==> src/hdl/prp_pkg.sv <==
// ----------------------------------------------------------------------------
// prp_pkg
// Shared types and constants of the pose-relative pinhole projector.
// ----------------------------------------------------------------------------
package prp_pkg;

    localparam int POS_W   = 32;
    localparam int QUAT_W  = 16;
    localparam int CFG_W   = 16;
    localparam int ROW_W   = 12;
    localparam int IDX_W   = 3;
    localparam int SLOT_W  = 4;
    localparam int MUL_W   = 34;
    localparam int PROD_W  = 2 * MUL_W;
    localparam int DIV_W   = 36;
    localparam int QUO_W   = 32;

    localparam logic OP_STORE = 1'b0;
    localparam logic OP_POSE  = 1'b1;

    localparam logic [IDX_W-1:0] CFG_FOCAL_X    = 3'd0;
    localparam logic [IDX_W-1:0] CFG_FOCAL_Y    = 3'd1;
    localparam logic [IDX_W-1:0] CFG_CENTER_X   = 3'd2;
    localparam logic [IDX_W-1:0] CFG_CENTER_Y   = 3'd3;
    localparam logic [IDX_W-1:0] CFG_ROW_OFFSET = 3'd4;

    localparam logic [CFG_W-1:0] RST_FOCAL_X    = 16'd559;
    localparam logic [CFG_W-1:0] RST_FOCAL_Y    = 16'd558;
    localparam logic [CFG_W-1:0] RST_CENTER_X   = 16'd490;
    localparam logic [CFG_W-1:0] RST_CENTER_Y   = 16'd273;
    localparam logic [ROW_W-1:0] RST_ROW_OFFSET = 12'd180;

    // operand selection for the ten quaternion products, order x y z w
    localparam logic [1:0] QMUL_A [10] = '{2'd0, 2'd1, 2'd2, 2'd3, 2'd0,
                                           2'd0, 2'd1, 2'd3, 2'd3, 2'd3};
    localparam logic [1:0] QMUL_B [10] = '{2'd0, 2'd1, 2'd2, 2'd3, 2'd1,
                                           2'd2, 2'd2, 2'd0, 2'd1, 2'd2};

    // observer-frame products: step c forms rot[j][i] * e[j], c = 3i + j
    localparam logic [1:0] PM_I   [9] = '{2'd0, 2'd0, 2'd0, 2'd1, 2'd1,
                                          2'd1, 2'd2, 2'd2, 2'd2};
    localparam logic [1:0] PM_J   [9] = '{2'd0, 2'd1, 2'd2, 2'd0, 2'd1,
                                          2'd2, 2'd0, 2'd1, 2'd2};
    localparam logic [3:0] PM_ROT [9] = '{4'd0, 4'd3, 4'd6, 4'd1, 4'd4,
                                          4'd7, 4'd2, 4'd5, 4'd8};

    localparam logic signed [31:0] ONE_Q30 = 32'sh4000_0000;
    localparam logic signed [31:0] PIX_MAX = 32'sh7FFF_FFFF;
    localparam logic signed [31:0] PIX_MIN = 32'sh8000_0000;

    typedef struct packed {
        logic              start;
        logic [DIV_W-1:0]  rem_init;
        logic [QUO_W-1:0]  low_init;
        logic [DIV_W-1:0]  divisor;
    } t_div_req;

    typedef struct packed {
        logic              done;
        logic [QUO_W-1:0]  quot;
    } t_div_rsp;

endpackage

==> src/hdl/prp_mul.sv <==
// ----------------------------------------------------------------------------
// prp_mul
// Shared signed multiplier with a registered product.
// ----------------------------------------------------------------------------
module prp_mul
    import prp_pkg::*;
(
    input  logic                     i_clk,
    input  logic signed [MUL_W-1:0]  i_a,
    input  logic signed [MUL_W-1:0]  i_b,
    output logic signed [PROD_W-1:0] o_prod
);

    logic signed [PROD_W-1:0] r_prod;

    always_ff @(posedge i_clk) begin
        r_prod <= PROD_W'(i_a) * PROD_W'(i_b);
    end

    assign o_prod = r_prod;

endmodule

==> config.mk <==
export PLATFORM = sky130hd
export DESIGN_NAME = prp_mul
export DESIGN_NICKNAME = d
export VERILOG_FILES = /design/src/hdl/prp_pkg.sv /design/src/hdl/prp_mul.sv
export SDC_FILE = /design/constraint.sdc
export NUM_CORES = 2
export LEC_CHECK = 0
export BUFFER_PORTS_ARGS = -buffer_cell sky130_fd_sc_hd__buf_2
export CAP_MARGIN = 20
export CORE_UTILIZATION = 50
export CTS_CLUSTER_DIAMETER = 40
export DETAILED_ROUTE_END_ITERATION = 10
export PLACE_DENSITY = 0.66
export SLEW_MARGIN = 20
export SYNTH_ARGS = -nofsm -noshare
export SYNTH_HDL_FRONTEND = slang
export SYNTH_SLANG_ARGS = --single-unit
export TNS_END_PERCENT = 10
==> constraint.sdc <==
create_clock -name i_clk -period 12.03 [get_ports i_clk]
set_input_delay 1.8045 -clock i_clk [delete_from_list [all_inputs] [get_ports i_clk]]
set_output_delay 1.8045 -clock i_clk [all_outputs]
set_load 0.01 [all_outputs]
Yosys cells after proc, flatten, opt, wreduce, memory -nomap -nowiden
Index checks and enable logic that the tools add are counted.
{"block": "totals", "regBits": 68, "inputBits": 69, "output_inout_bits": 68, "wordCells": 2}
{"block": "op_classes", "multipliers": 1}
{"cell": "$mul 34x34->68", "count": 1}

Logic depth before layout (Yosys ltp)
{"block": "depth", "depth_word": 1, "mapped_depth": 31, "ltp_nobuf": 29}

Worst setup path after synthesis
OpenSTA, ideal clock, no wires.
{"block": "synth_timing", "path_type": "in2reg", "startpoint": "input port i_a[33]", "endpoint": "register r_prod[65] (netlist: o_prod[65])", "setup_ps": 72, "t_arrival_ps": 9222, "t_required_ps": 11958, "path_slack_ps": 2735, "cell_stages": 24, "path_cell_list": "clkbuf_1 nand2_1 inv_1 fa_1 fa_1 fa_1 fa_1 inv_1 fa_1 fa_1 fa_1 fa_1 inv_1 ha_1 clkdlybuf4s50_2 nand3_1 or2_2 nor2_1 a221oi_1 o21ai_0 a31oi_2 nor2_2 o41ai_2 xnor2_1"}
{"block": "synth_between", "elab_chain_cells": 1}
{"element": "start, declared", "line_no": "prp_mul.sv:9", "text": "input logic signed [MUL_W-1:0] i_a,"}
{"element": "$mul 34x34->68", "line_no": "prp_mul.sv:17", "text": "r_prod <= PROD_W'(i_a) * PROD_W'(i_b);"}
{"element": "end signal, assigned", "line_no": "prp_mul.sv:17"}
{"element": "end, declared", "line_no": "prp_mul.sv:14", "text": "logic signed [PROD_W-1:0] r_prod;"}
Every way passes these cells.

Worst setup path after layout
{"block": "layout_timing", "startpoint": "input port i_a[33]", "endpoint": "register r_prod[66] (netlist: o_prod[66])"}
Same word-level chain as after synthesis.

==> flow_summary.yaml <==
detailed_routing:
  wl_met2_mm: 55.9
  avgViaCountPerCell: 5.24
  routed-wl-met3_mm: 7.48
  detail_route.iter0.violations: 1753
  firstDrtPassIters: 6
  met1_length_mm: 46.9
  drtAntennaViolNets: 0
  num_vias: 29600
  top_layer: "met5"
  drc: 0
  wirelength_mm: 114
  post_drt_wl_per_cell_um: 20.2
die:
  boundaryPins: 137
  die_h_um: 295
  dieArea_sq_mm: 0.0872
  num_rows: 107
  die_w_um: 295
  initial_core_util_pct: 50.5
  core_sq_mm: 0.0851
cts:
  cts.path.max_buffers: 2
  cts_htree_levels: 3
  cts_tree: "done"
  clock_sinks: 68
  post_cts_resized: 0
  postCtsSetupRepairBufs: 0
  clockRootBuffer: "clkbuf_16"
  clk_pin_slew_ns: 0.06
  cts_made_buffers: 9
  cts_hold_buffers: 0
timing:
  rsz0062_at_grt: "no"
  tightest_slew_ns: 1.07
  maxSlewViolCount: 0
  final_hold_viol_count: 0
  setup_viol: 0
  layout_setup_ws_ns: 2.18
  period_minus_slack_ns: 9.85
  max_slew_margin_pct: 28.9
  max_freq_ghz: 0.102
  fin_crit_sh_pct: 81.9
  setup_total_negative_slack_ns: 0
worst_setup_path:
  cp_max_fo: 34
  worst_setup_path_start_kind: "primary input"
  endpoint_kind: "flop"
  worstPathArrival_ns: 10.14
  critPathRequiredTime_ns: 12.33
  path_class: "primary input to flop"
  crit_path_start: "i_a[33]"
grt:
  antenna_found_initial: 8
  grt_usage_pct: 28.5
  grt_pass1_wl_mm: 188
  grt_max_degree: 35
  grt.overflow.total: 0
  grt_pass1_vias: 33200
synthesis:
  avgSynthCellArea_sq_um: 9.45
  yosys_most_used_dff: "dfxtp_1"
  syn_nets: 6068
  synth_largest_area_cell: "fa_1"
  ys_ff_latch: 68
  synth_edf_count: 0
  synth.cell_area_sq_mm: 0.0430
  synth_commonest_cells: "1,241 x fa_1, 1,231 x inv_1, 621 x and2_1, 542 x nand2_1, 214 x clkbuf_1"
  synthCells: 4554
  yosys_warnings: 0
  synth_cell_types: 69
  synth.most_common_cell: "fa_1"
  synth_area_leaders: "fa_1 58%, inv_1 11%, and2_1 9.0%"
  yosysSeqAreaShare_pct: 3.16
  synth_top_cell_area_share_pct: 57.7
  synthArstFlopShare_pct: 0
min_path:
  hold_start: "i_a[0]"
  min_path_cells: 2
  hold_class: "primary input to flop"
  hold_end: "o_prod[0]"
cells_and_area:
  area_growth_pct: 3.99
  fin_cells: 5652
  largest_register_ffs: 68
  num-nets-final: 6016
  drive_above_1_share_pct: 4.66
  post-route-util_pct: 52.5
  nFillCells: 7926
run:
  cap_viol_max_count: 0
place:
  place_inst: 5635
  dp_slack_ns: 1.71
  hpwlAfterDp_mm: 91.7
  io_buffers: 136
  place.gp.congestion: 0.895
outcome:
  status: "finished, final reports clean"
-- cell usage in the layout, fill, tap and decap left out, types with 23 or more instances in the layout --
master   count
fa_1      1241
inv_1     1231
and2_1     621
nand2_1    542
ha_1       204
buf_2      136
dfxtp_1     68
a21oi_1     61
xnor2_1     56
nor2_1      54
a21o_1      37
o21ai_0     31
buf_4       29
xor2_1      23
-- kinds of logic (layout without fill, tap and decap cells) --
family / Yosys count / in the layout / share of synthesized area (%)
buffers and inverters: 1460 / 1413 / 12.8
adder cells (fa/ha/maj): 1445 / 1445 / 63.7
AND/OR/NAND/NOR: 1296 / 1296 / 15.4
AO/OA/AOI/OAI: 206 / 206 / 3.35
XOR/XNOR: 79 / 79 / 1.61
flip-flops: 68 / 68 / 3.16
other: 0 / 1 / 0
-- area by class of cell --
cell class                      instances  area [sq um]  area share, %
Clock inverter                          4          48.8          0.109
Antenna cell                            1          2.50        0.00559
Inverter                             1232          4620           10.3
Multi-Input combinational cell       3026         36100           80.8
Clock buffer                           12           236          0.529
Timing Repair Buffer                  165           898           2.01
Sequential cell                        68          1360           3.04
Tap cell                             1144          1430           3.20
-- worst max-delay path, stage by stage --
cell and delay (ns):
buf_2 0.59, nand2_1 0.21, inv_1 0.17, fa_1 0.54, fa_1 0.64, fa_1 0.69
fa_1 1.31, fa_1 0.58, fa_1 0.50, fa_1 0.48, inv_1 0.05, fa_1 0.48
inv_1 0.04, ha_1 0.37, and2_1 0.26, nand2_1 0.10, o41ai_1 0.57, a31oi_4 0.09
o31ai_4 0.37, a221oi_2 0.11, xnor2_1 0.13
-- per-stage QoR --
stage / hold slack [ns] / area (sq um)
6_report: 1.96 / 44700
5_1_grt: 1.94 / 44700
4_1_cts: 1.93 / 44700
3_5_place_dp: 2.20 / 44500
3_3_place_gp: 2.20 / 44500
2_1_floorplan: 1.93 / 43000
-- how the worst max path moves through the flow --
stage	endpoint	slack, ns	cells past startpoint
floorplan	o_prod[65]	2.74	24
global placement	o_prod[66]	1.81	21
detailed placement	o_prod[66]	1.71	21
CTS	o_prod[66]	2.15	21
global route	o_prod[67]	1.83	23
finish	o_prod[66]	2.18	21
-- layer usage --
layer | up-vias | track usage (%)
li1 | 12700 | -
met1 | 15800 | 37.9
met2 | 958 | 47.6
met3 | 210 | 4.50
met4 | 16 | 9.48
met5 | - | 0
Power is left out: the tool's default activity adds up to more than one toggle a clock period on the data nets, which glitch-free logic cannot reach.
