===== src/hdl/prp_pkg.sv =====
// ----------------------------------------------------------------------------
// prp_pkg
// Shared types and constants of the pose-relative pinhole projector.
// ----------------------------------------------------------------------------
package prp_pkg;

    localparam int POS_W   = 32;
    localparam int QUAT_W  = 16;
    localparam int CFG_W   = 16;
    localparam int ROW_W   = 12;
    localparam int IDX_W   = 3;
    localparam int SLOT_W  = 4;
    localparam int MUL_W   = 34;
    localparam int PROD_W  = 2 * MUL_W;
    localparam int DIV_W   = 36;
    localparam int QUO_W   = 32;

    localparam logic OP_STORE = 1'b0;
    localparam logic OP_POSE  = 1'b1;

    localparam logic [IDX_W-1:0] CFG_FOCAL_X    = 3'd0;
    localparam logic [IDX_W-1:0] CFG_FOCAL_Y    = 3'd1;
    localparam logic [IDX_W-1:0] CFG_CENTER_X   = 3'd2;
    localparam logic [IDX_W-1:0] CFG_CENTER_Y   = 3'd3;
    localparam logic [IDX_W-1:0] CFG_ROW_OFFSET = 3'd4;

    localparam logic [CFG_W-1:0] RST_FOCAL_X    = 16'd559;
    localparam logic [CFG_W-1:0] RST_FOCAL_Y    = 16'd558;
    localparam logic [CFG_W-1:0] RST_CENTER_X   = 16'd490;
    localparam logic [CFG_W-1:0] RST_CENTER_Y   = 16'd273;
    localparam logic [ROW_W-1:0] RST_ROW_OFFSET = 12'd180;

    // operand selection for the ten quaternion products, order x y z w
    localparam logic [1:0] QMUL_A [10] = '{2'd0, 2'd1, 2'd2, 2'd3, 2'd0,
                                           2'd0, 2'd1, 2'd3, 2'd3, 2'd3};
    localparam logic [1:0] QMUL_B [10] = '{2'd0, 2'd1, 2'd2, 2'd3, 2'd1,
                                           2'd2, 2'd2, 2'd0, 2'd1, 2'd2};

    // observer-frame products: step c forms rot[j][i] * e[j], c = 3i + j
    localparam logic [1:0] PM_I   [9] = '{2'd0, 2'd0, 2'd0, 2'd1, 2'd1,
                                          2'd1, 2'd2, 2'd2, 2'd2};
    localparam logic [1:0] PM_J   [9] = '{2'd0, 2'd1, 2'd2, 2'd0, 2'd1,
                                          2'd2, 2'd0, 2'd1, 2'd2};
    localparam logic [3:0] PM_ROT [9] = '{4'd0, 4'd3, 4'd6, 4'd1, 4'd4,
                                          4'd7, 4'd2, 4'd5, 4'd8};

    localparam logic signed [31:0] ONE_Q30 = 32'sh4000_0000;
    localparam logic signed [31:0] PIX_MAX = 32'sh7FFF_FFFF;
    localparam logic signed [31:0] PIX_MIN = 32'sh8000_0000;

    typedef struct packed {
        logic              start;
        logic [DIV_W-1:0]  rem_init;
        logic [QUO_W-1:0]  low_init;
        logic [DIV_W-1:0]  divisor;
    } t_div_req;

    typedef struct packed {
        logic              done;
        logic [QUO_W-1:0]  quot;
    } t_div_rsp;

endpackage


===== src/hdl/prp_div.sv =====
// ----------------------------------------------------------------------------
// prp_div
// Restoring radix-2 divider, one quotient bit per cycle, 32 bits per request.
// ----------------------------------------------------------------------------
module prp_div
    import prp_pkg::*;
(
    input  logic      i_clk,
    input  logic      i_rst_n,
    input  t_div_req  i_req,
    output t_div_rsp  o_rsp
);

    logic [DIV_W-1:0] r_rem;
    logic [QUO_W-1:0] r_low;
    logic [QUO_W-1:0] r_quot;
    logic [DIV_W-1:0] r_div;
    logic [4:0]       r_cnt;
    logic             r_busy;
    logic             r_done;

    logic [DIV_W:0]   shifted;
    logic             fits;

    assign shifted = {r_rem, r_low[QUO_W-1]};
    assign fits    = shifted >= {1'b0, r_div};

    always_ff @(posedge i_clk) begin
        if (!i_rst_n) begin
            r_busy <= 1'b0;
            r_done <= 1'b0;
            r_cnt  <= '0;
        end else begin
            r_done <= 1'b0;
            if (i_req.start && !r_busy) begin
                r_rem  <= i_req.rem_init;
                r_low  <= i_req.low_init;
                r_div  <= i_req.divisor;
                r_cnt  <= '0;
                r_busy <= 1'b1;
            end else if (r_busy) begin
                r_rem  <= fits ? DIV_W'(shifted - {1'b0, r_div}) : DIV_W'(shifted);
                r_low  <= {r_low[QUO_W-2:0], 1'b0};
                r_quot <= {r_quot[QUO_W-2:0], fits};
                r_cnt  <= r_cnt + 5'd1;
                if (r_cnt == 5'd31) begin
                    r_busy <= 1'b0;
                    r_done <= 1'b1;
                end
            end
        end
    end

    assign o_rsp.done = r_done;
    assign o_rsp.quot = r_quot;

endmodule


===== config.mk =====
export PLATFORM = sky130hd
export DESIGN_NAME = prp_div
export DESIGN_NICKNAME = d
export VERILOG_FILES = /design/src/hdl/prp_pkg.sv /design/src/hdl/prp_div.sv
export SDC_FILE = /design/constraint.sdc
export NUM_CORES = 1
export LEC_CHECK = 0
export BUFFER_PORTS_ARGS = -buffer_cell sky130_fd_sc_hd__buf_2
export CORE_UTILIZATION = 56
export DETAILED_ROUTE_END_ITERATION = 8
export GPL_TIMING_DRIVEN = 1
export HOLD_SLACK_MARGIN = 0.05
export PLACE_DENSITY = 0.8
export REMOVE_ABC_BUFFERS = 1
export SYNTH_ARGS = -nofsm -noshare
export SYNTH_HDL_FRONTEND = slang
export SYNTH_SLANG_ARGS = --single-unit

===== constraint.sdc =====
create_clock -name i_clk -period 4.2 [get_ports i_clk]
set_clock_uncertainty 0.05 [all_clocks]
set_input_delay 0.63 -clock i_clk [delete_from_list [all_inputs] [get_ports i_clk]]
set_output_delay 0.63 -clock i_clk [all_outputs]
set_load 0.1 [all_outputs]

# Yosys cells after proc, flatten, opt, wreduce, memory -nomap -nowiden

Cells that the tools add are included.
W data, S select, Z words.

Reductions and logical operators: 8
Add/subtract/negate cells: 2
Equality and inequality tests: 1
Bitwise logic cells: 3
Multiplexer cells: 9
Magnitude comparators: 1

Operator list:

| cell                  | number |
|---|---|
| $mux W36              | 3 |
| $mux W32              | 2 |
| $ge A37 B36 Y1        | 1 |
| $sub A36 B36 Y36      | 1 |
| $add A5 B1 Y5 const B | 1 |
| $eq A5 B5 Y1 const B  | 1 |
| $mux W1               | 4 |
| $reduce_and A2 Y1     | 2 |
| $not A1 Y1            | 3 |
| $reduce_and A3 Y1     | 1 |
| $reduce_or A3 Y1      | 1 |
| $reduce_bool A2 Y1    | 1 |
| $reduce_or A2 Y1      | 1 |
| $logic_and A1 B1 Y1   | 1 |
| $logic_not A1 Y1      | 1 |

Word-level logic and storage cells: 31
Bits in registers: 143
Output and inout bits: 33
Bits of input ports: 107

# Depth between registers and ports, before layout

Depth after elaboration: 4
Depth in mapped cells: 13
Gate-level depth less buffers: 13

# Worst setup path after synthesis

Ideal clock, no wire load.

Path kind: reg2reg
Start: reg r_low[31]
End: reg r_rem[34] (data pin)
Cell stages (with the launch flop): 14
Required time: 3.992 ns
Library setup time: 0.158 ns
Slack: 1.037 ns
Period minus slack after synthesis: 3.163 ns
Buffers on the path: 0
Arrival time: 2.955 ns
Cells stage by stage: edfxtp_1 > inv_1 > ha_1 > inv_1 > fa_1 > a21o_1 > a221oi_1 > nand2b_1 > a31oi_1 > nor3_1 > nor2_1 > a221oi_1 > mux2_2 > a211oi_2

Word-level cells in the longest chain between the ends: 4
Elaborated cells between the ends (all ways): 5
Classes of those cells: add/sub: 1; order compare: 1; mux: 3

RTL lines:

| element                                            | RTL line                     | source |
|---|---|---|
| start, declared                                    | prp_div.sv:15                | `logic [QUO_W-1:0] r_low;` |
| start signal, assigned                             | prp_div.sv:37                | `r_low <= i_req.low_init;` |
| start signal, assigned                             | prp_div.sv:43                | `r_low <= {r_low[QUO_W-2:0], 1'b0};` |
| $sub A36 B36 Y36 or $ge A37 B36 Y1 (tied branches) | prp_div.sv:42, prp_div.sv:26 |  |
| $mux W36 (*)                                       | prp_div.sv:42                | `r_rem <= fits ? DIV_W'(shifted - {1'b0, r_div}) : DIV_W'(shifted);` |
| $mux W36 (*)                                       | prp_div.sv:41                | `end else if (r_busy) begin` |
| $mux W36 (*)                                       | prp_div.sv:35                | `if (i_req.start && !r_busy) begin` |
| end signal, assigned                               | prp_div.sv:36                | `r_rem <= i_req.rem_init;` |
| end signal, assigned                               | prp_div.sv:42                |  |
| end, declared                                      | prp_div.sv:14                | `logic [DIV_W-1:0] r_rem;` |

Mark *: on every way between the ends. The rest lies on a longest branch, timed or not. The select of a mux whose other input is x is not followed.
A chain may end at the register's enable or synchronous reset.

# Final worst setup path

Start: reg r_rem[3]
End: reg r_rem[20] (data pin)

Word-level cells in the longest chain between the ends: 4
Elaborated cells between the ends (all ways): 5
Classes of those cells: add/sub: 1; order compare: 1; mux: 3

RTL lines:

| element                                            | RTL line |
|---|---|
| $sub A36 B36 Y36 or $ge A37 B36 Y1 (tied branches) | prp_div.sv:42, prp_div.sv:26 |
| $mux W36 (*)                                       | prp_div.sv:42 |
| $mux W36 (*)                                       | prp_div.sv:41 |
| $mux W36 (*)                                       | prp_div.sv:35 |

Marked as above.

==> results.sh <==
export IMPL_fp_row_count=42
export IMPL_clk_latency_ns=0.43
export IMPL_overflow=0
export IMPL_ys_flop_type="edfxtp_1"
export IMPL_cp_arrival_ns=3.88
export IMPL_pwr_density_cell_nw_per_um2=458
export IMPL_regArea_um2=4220
export IMPL_crit_path_max_fanout=19
export IMPL_yosysWarningCount=0
export IMPL_drt_wl_total_um=16900
export IMPL_pin_count=140
export IMPL_grt_antenna_before_repair=0
export IMPL_io_buffers=139
export IMPL_synth_seq_area_share_pct=55.3
export IMPL_grt_pass1_vias=5815
export IMPL_finalWorstSetupSlack_ns=0.527
export IMPL_path_clk_slew_ns=0.06
export IMPL_netlist_top_cells_area="edfxtp_1 53%, ha_1 6.2%, nand2_1 5.9%, a21oi_1 4.2%, nor2_1 3.0%"
export IMPL_drc_errors=0
export IMPL_min_period_ns=3.67
export IMPL_avgSynthCellArea_um2=10.6
export IMPL_grt_total_usage_pct=25.0
export IMPL_rsz0062_at_grt="no"
export IMPL_die_x_um=119
export IMPL_async_flop_share_pct=0
export IMPL_cts_hold_buffers_added=0
export IMPL_gp_congestion=0.896
export IMPL_routedWlPerCell_um=16.1
export IMPL_yosysMostFrequentCell="edfxtp_1"
export IMPL_die_y_um=119
export IMPL_hold_path_depth=1
export IMPL_start_kind="register"
export IMPL_synth_area_um2=7640
export IMPL_status="finished clean"
export IMPL_max_cap_violations=0
export IMPL_synth_edff_count=136
export IMPL_setup_viol=0
export IMPL_post_cts_buffers=0
export IMPL_hpwl_um=12200
export IMPL_drive_gt1_share_pct=22.3
export IMPL_coreArea_um2=13300
export IMPL_timing_final_crit_share_pct=87.5
export IMPL_clockBufferDepth=2
export IMPL_fmaxAchievable_ghz=0.272
export IMPL_placed_cell_area_um2=8540
export IMPL_htreeDepth=4
export IMPL_die_area_um2=14100
export IMPL_maxSlewViolCount=0
export IMPL_tns_ns=0
export IMPL_yosys_area_top_type="edfxtp_1"
export IMPL_synth_cells=721
export IMPL_synth_commonest_cells="136 x edfxtp_1, 120 x nand2_1, 64 x a21oi_1"
export IMPL_whs_ns=0.323
export IMPL_drtPass1Iterations=5
export IMPL_grt_max_degree=45
export IMPL_cts_tree="yes"
export IMPL_ant_nets=0
export IMPL_ctsResizeCount=0
export IMPL_drt_iter0_drc=398
export IMPL_worstRegToRegCells=11
export IMPL_num_vias=5829
export IMPL_tightest_slew_ns=1.29
export IMPL_cts_root_buf="clkbuf_16"
export IMPL_cp_end_kind="register"
export IMPL_cts_made_buffers=17
export IMPL_synth_seq_cells=143
export IMPL_multi_input_area_um2=3130
export IMPL_nets=1007
export IMPL_synth_cell_types=56
export IMPL_grt_pass1_wl_um=27500
export IMPL_initial_utilization_pct=57.5
export IMPL_worstPathRequired_ns=4.40
export IMPL_relSlewSlack_pct=14.1
export IMPL_hold_path_class="in -> reg"
export IMPL_p_leak_nw=4.03
export IMPL_num_antenna_cells=0
export IMPL_nFillCells=1001
export IMPL_post_place_ws_ns=0.592
export IMPL_hold_viol=0
export IMPL_post_drt_via_cell_ratio=5.55
export IMPL_area_growth_pct=19.6
export IMPL_post_synth_top_area_fraction_pct=53.5
export IMPL_crit_type="reg -> reg"
export IMPL_cts_sinks=143
export IMPL_fin_area_um2=9140
export IMPL_max_vdd_ir_drop_uv=331
per-stage QoR:
stage	cells	total power [W]	utilization (%)
3_3_place_gp	1018	0.00264	64.2
2_1_floorplan	692	0.00243	-
6_report	1050	0.00418	68.7
3_5_place_dp	1018	0.00266	64.2
4_1_cts	1050	0.00420	68.7
5_1_grt	1050	0.00436	68.7
state kept, by name, indices dropped and copies added, names as in the netlist:
register  cells
r_busy        1
r_done        1
r_quot       32
r_cnt         5
r_rem        36
r_div        36
r_low        32
final timing paths:
check,from,endpoint,slack (ns)
max,r_rem[3],r_rem[20],0.53
min reg2reg,r_quot[2],r_quot[3],0.39
min,i_req[13],r_div[13],0.32
max reg2reg,r_rem[3],r_rem[20],0.53
power by group:
group | total, W | leakage [nW] | internal, W | switching (W)
Sequential | 0.00174 | 1.34 | 0.00170 | 0.0000435
Combinational | 0.000906 | 2.41 | 0.000354 | 0.000553
Clock | 0.00154 | 0.281 | 0.000938 | 0.000597
placed cells by master, fill, tap and decap left out, drive strengths merged, types with 17 or more instances in the layout:
master,Yosys,final
inv,47,49
a21oi,66,66
nor2,61,61
buf,10,150
ha,38,38
clkbuf,19,20
a21o,24,24
xor2,17,17
edfxtp,136,136
nand2,120,120
cell families after synthesis:
logic type,count (synthesis),synth area share [%]
simple gates,253,14.7
compound gates,168,14.6
flops,143,55.3
buf+inv,76,3.93
fa+ha+maj,39,6.49
xor+xnor,33,3.78
mux,9,1.21
layout make-up:
| class | count | area share [%] |
|---|---|---|
| timing repair buffer | 150 | 8.66 |
| sequential | 143 | 46.2 |
| clock inverter | 12 | 1.77 |
| tap | 176 | 2.41 |
| inverter | 47 | 1.93 |
| multi-input combinational | 502 | 34.2 |
| clock buffer | 20 | 4.78 |
worst max-delay path, cell delays in order, from the launching register on:
cell	delay, ns
edfxtp_1	0.39
ha_1	0.37
a21o_1	0.19
a31o_1	0.21
o31a_1	0.34
o21ai_1	0.18
a31oi_1	0.19
a21oi_4	0.52
inv_2	0.29
and3_1	0.26
mux2_2	0.27
a211oi_2	0.23
routing by layer:
metal	up-vias	wire [um]	GRT usage, %
li1	2869	-	-
met1	2775	7410	31.5
met2	172	8310	41.5
met3	13	1020	7.09
met4	0	167	8.39
met5	-	0	0
Note: power is estimated with default switching activity, not from simulation.
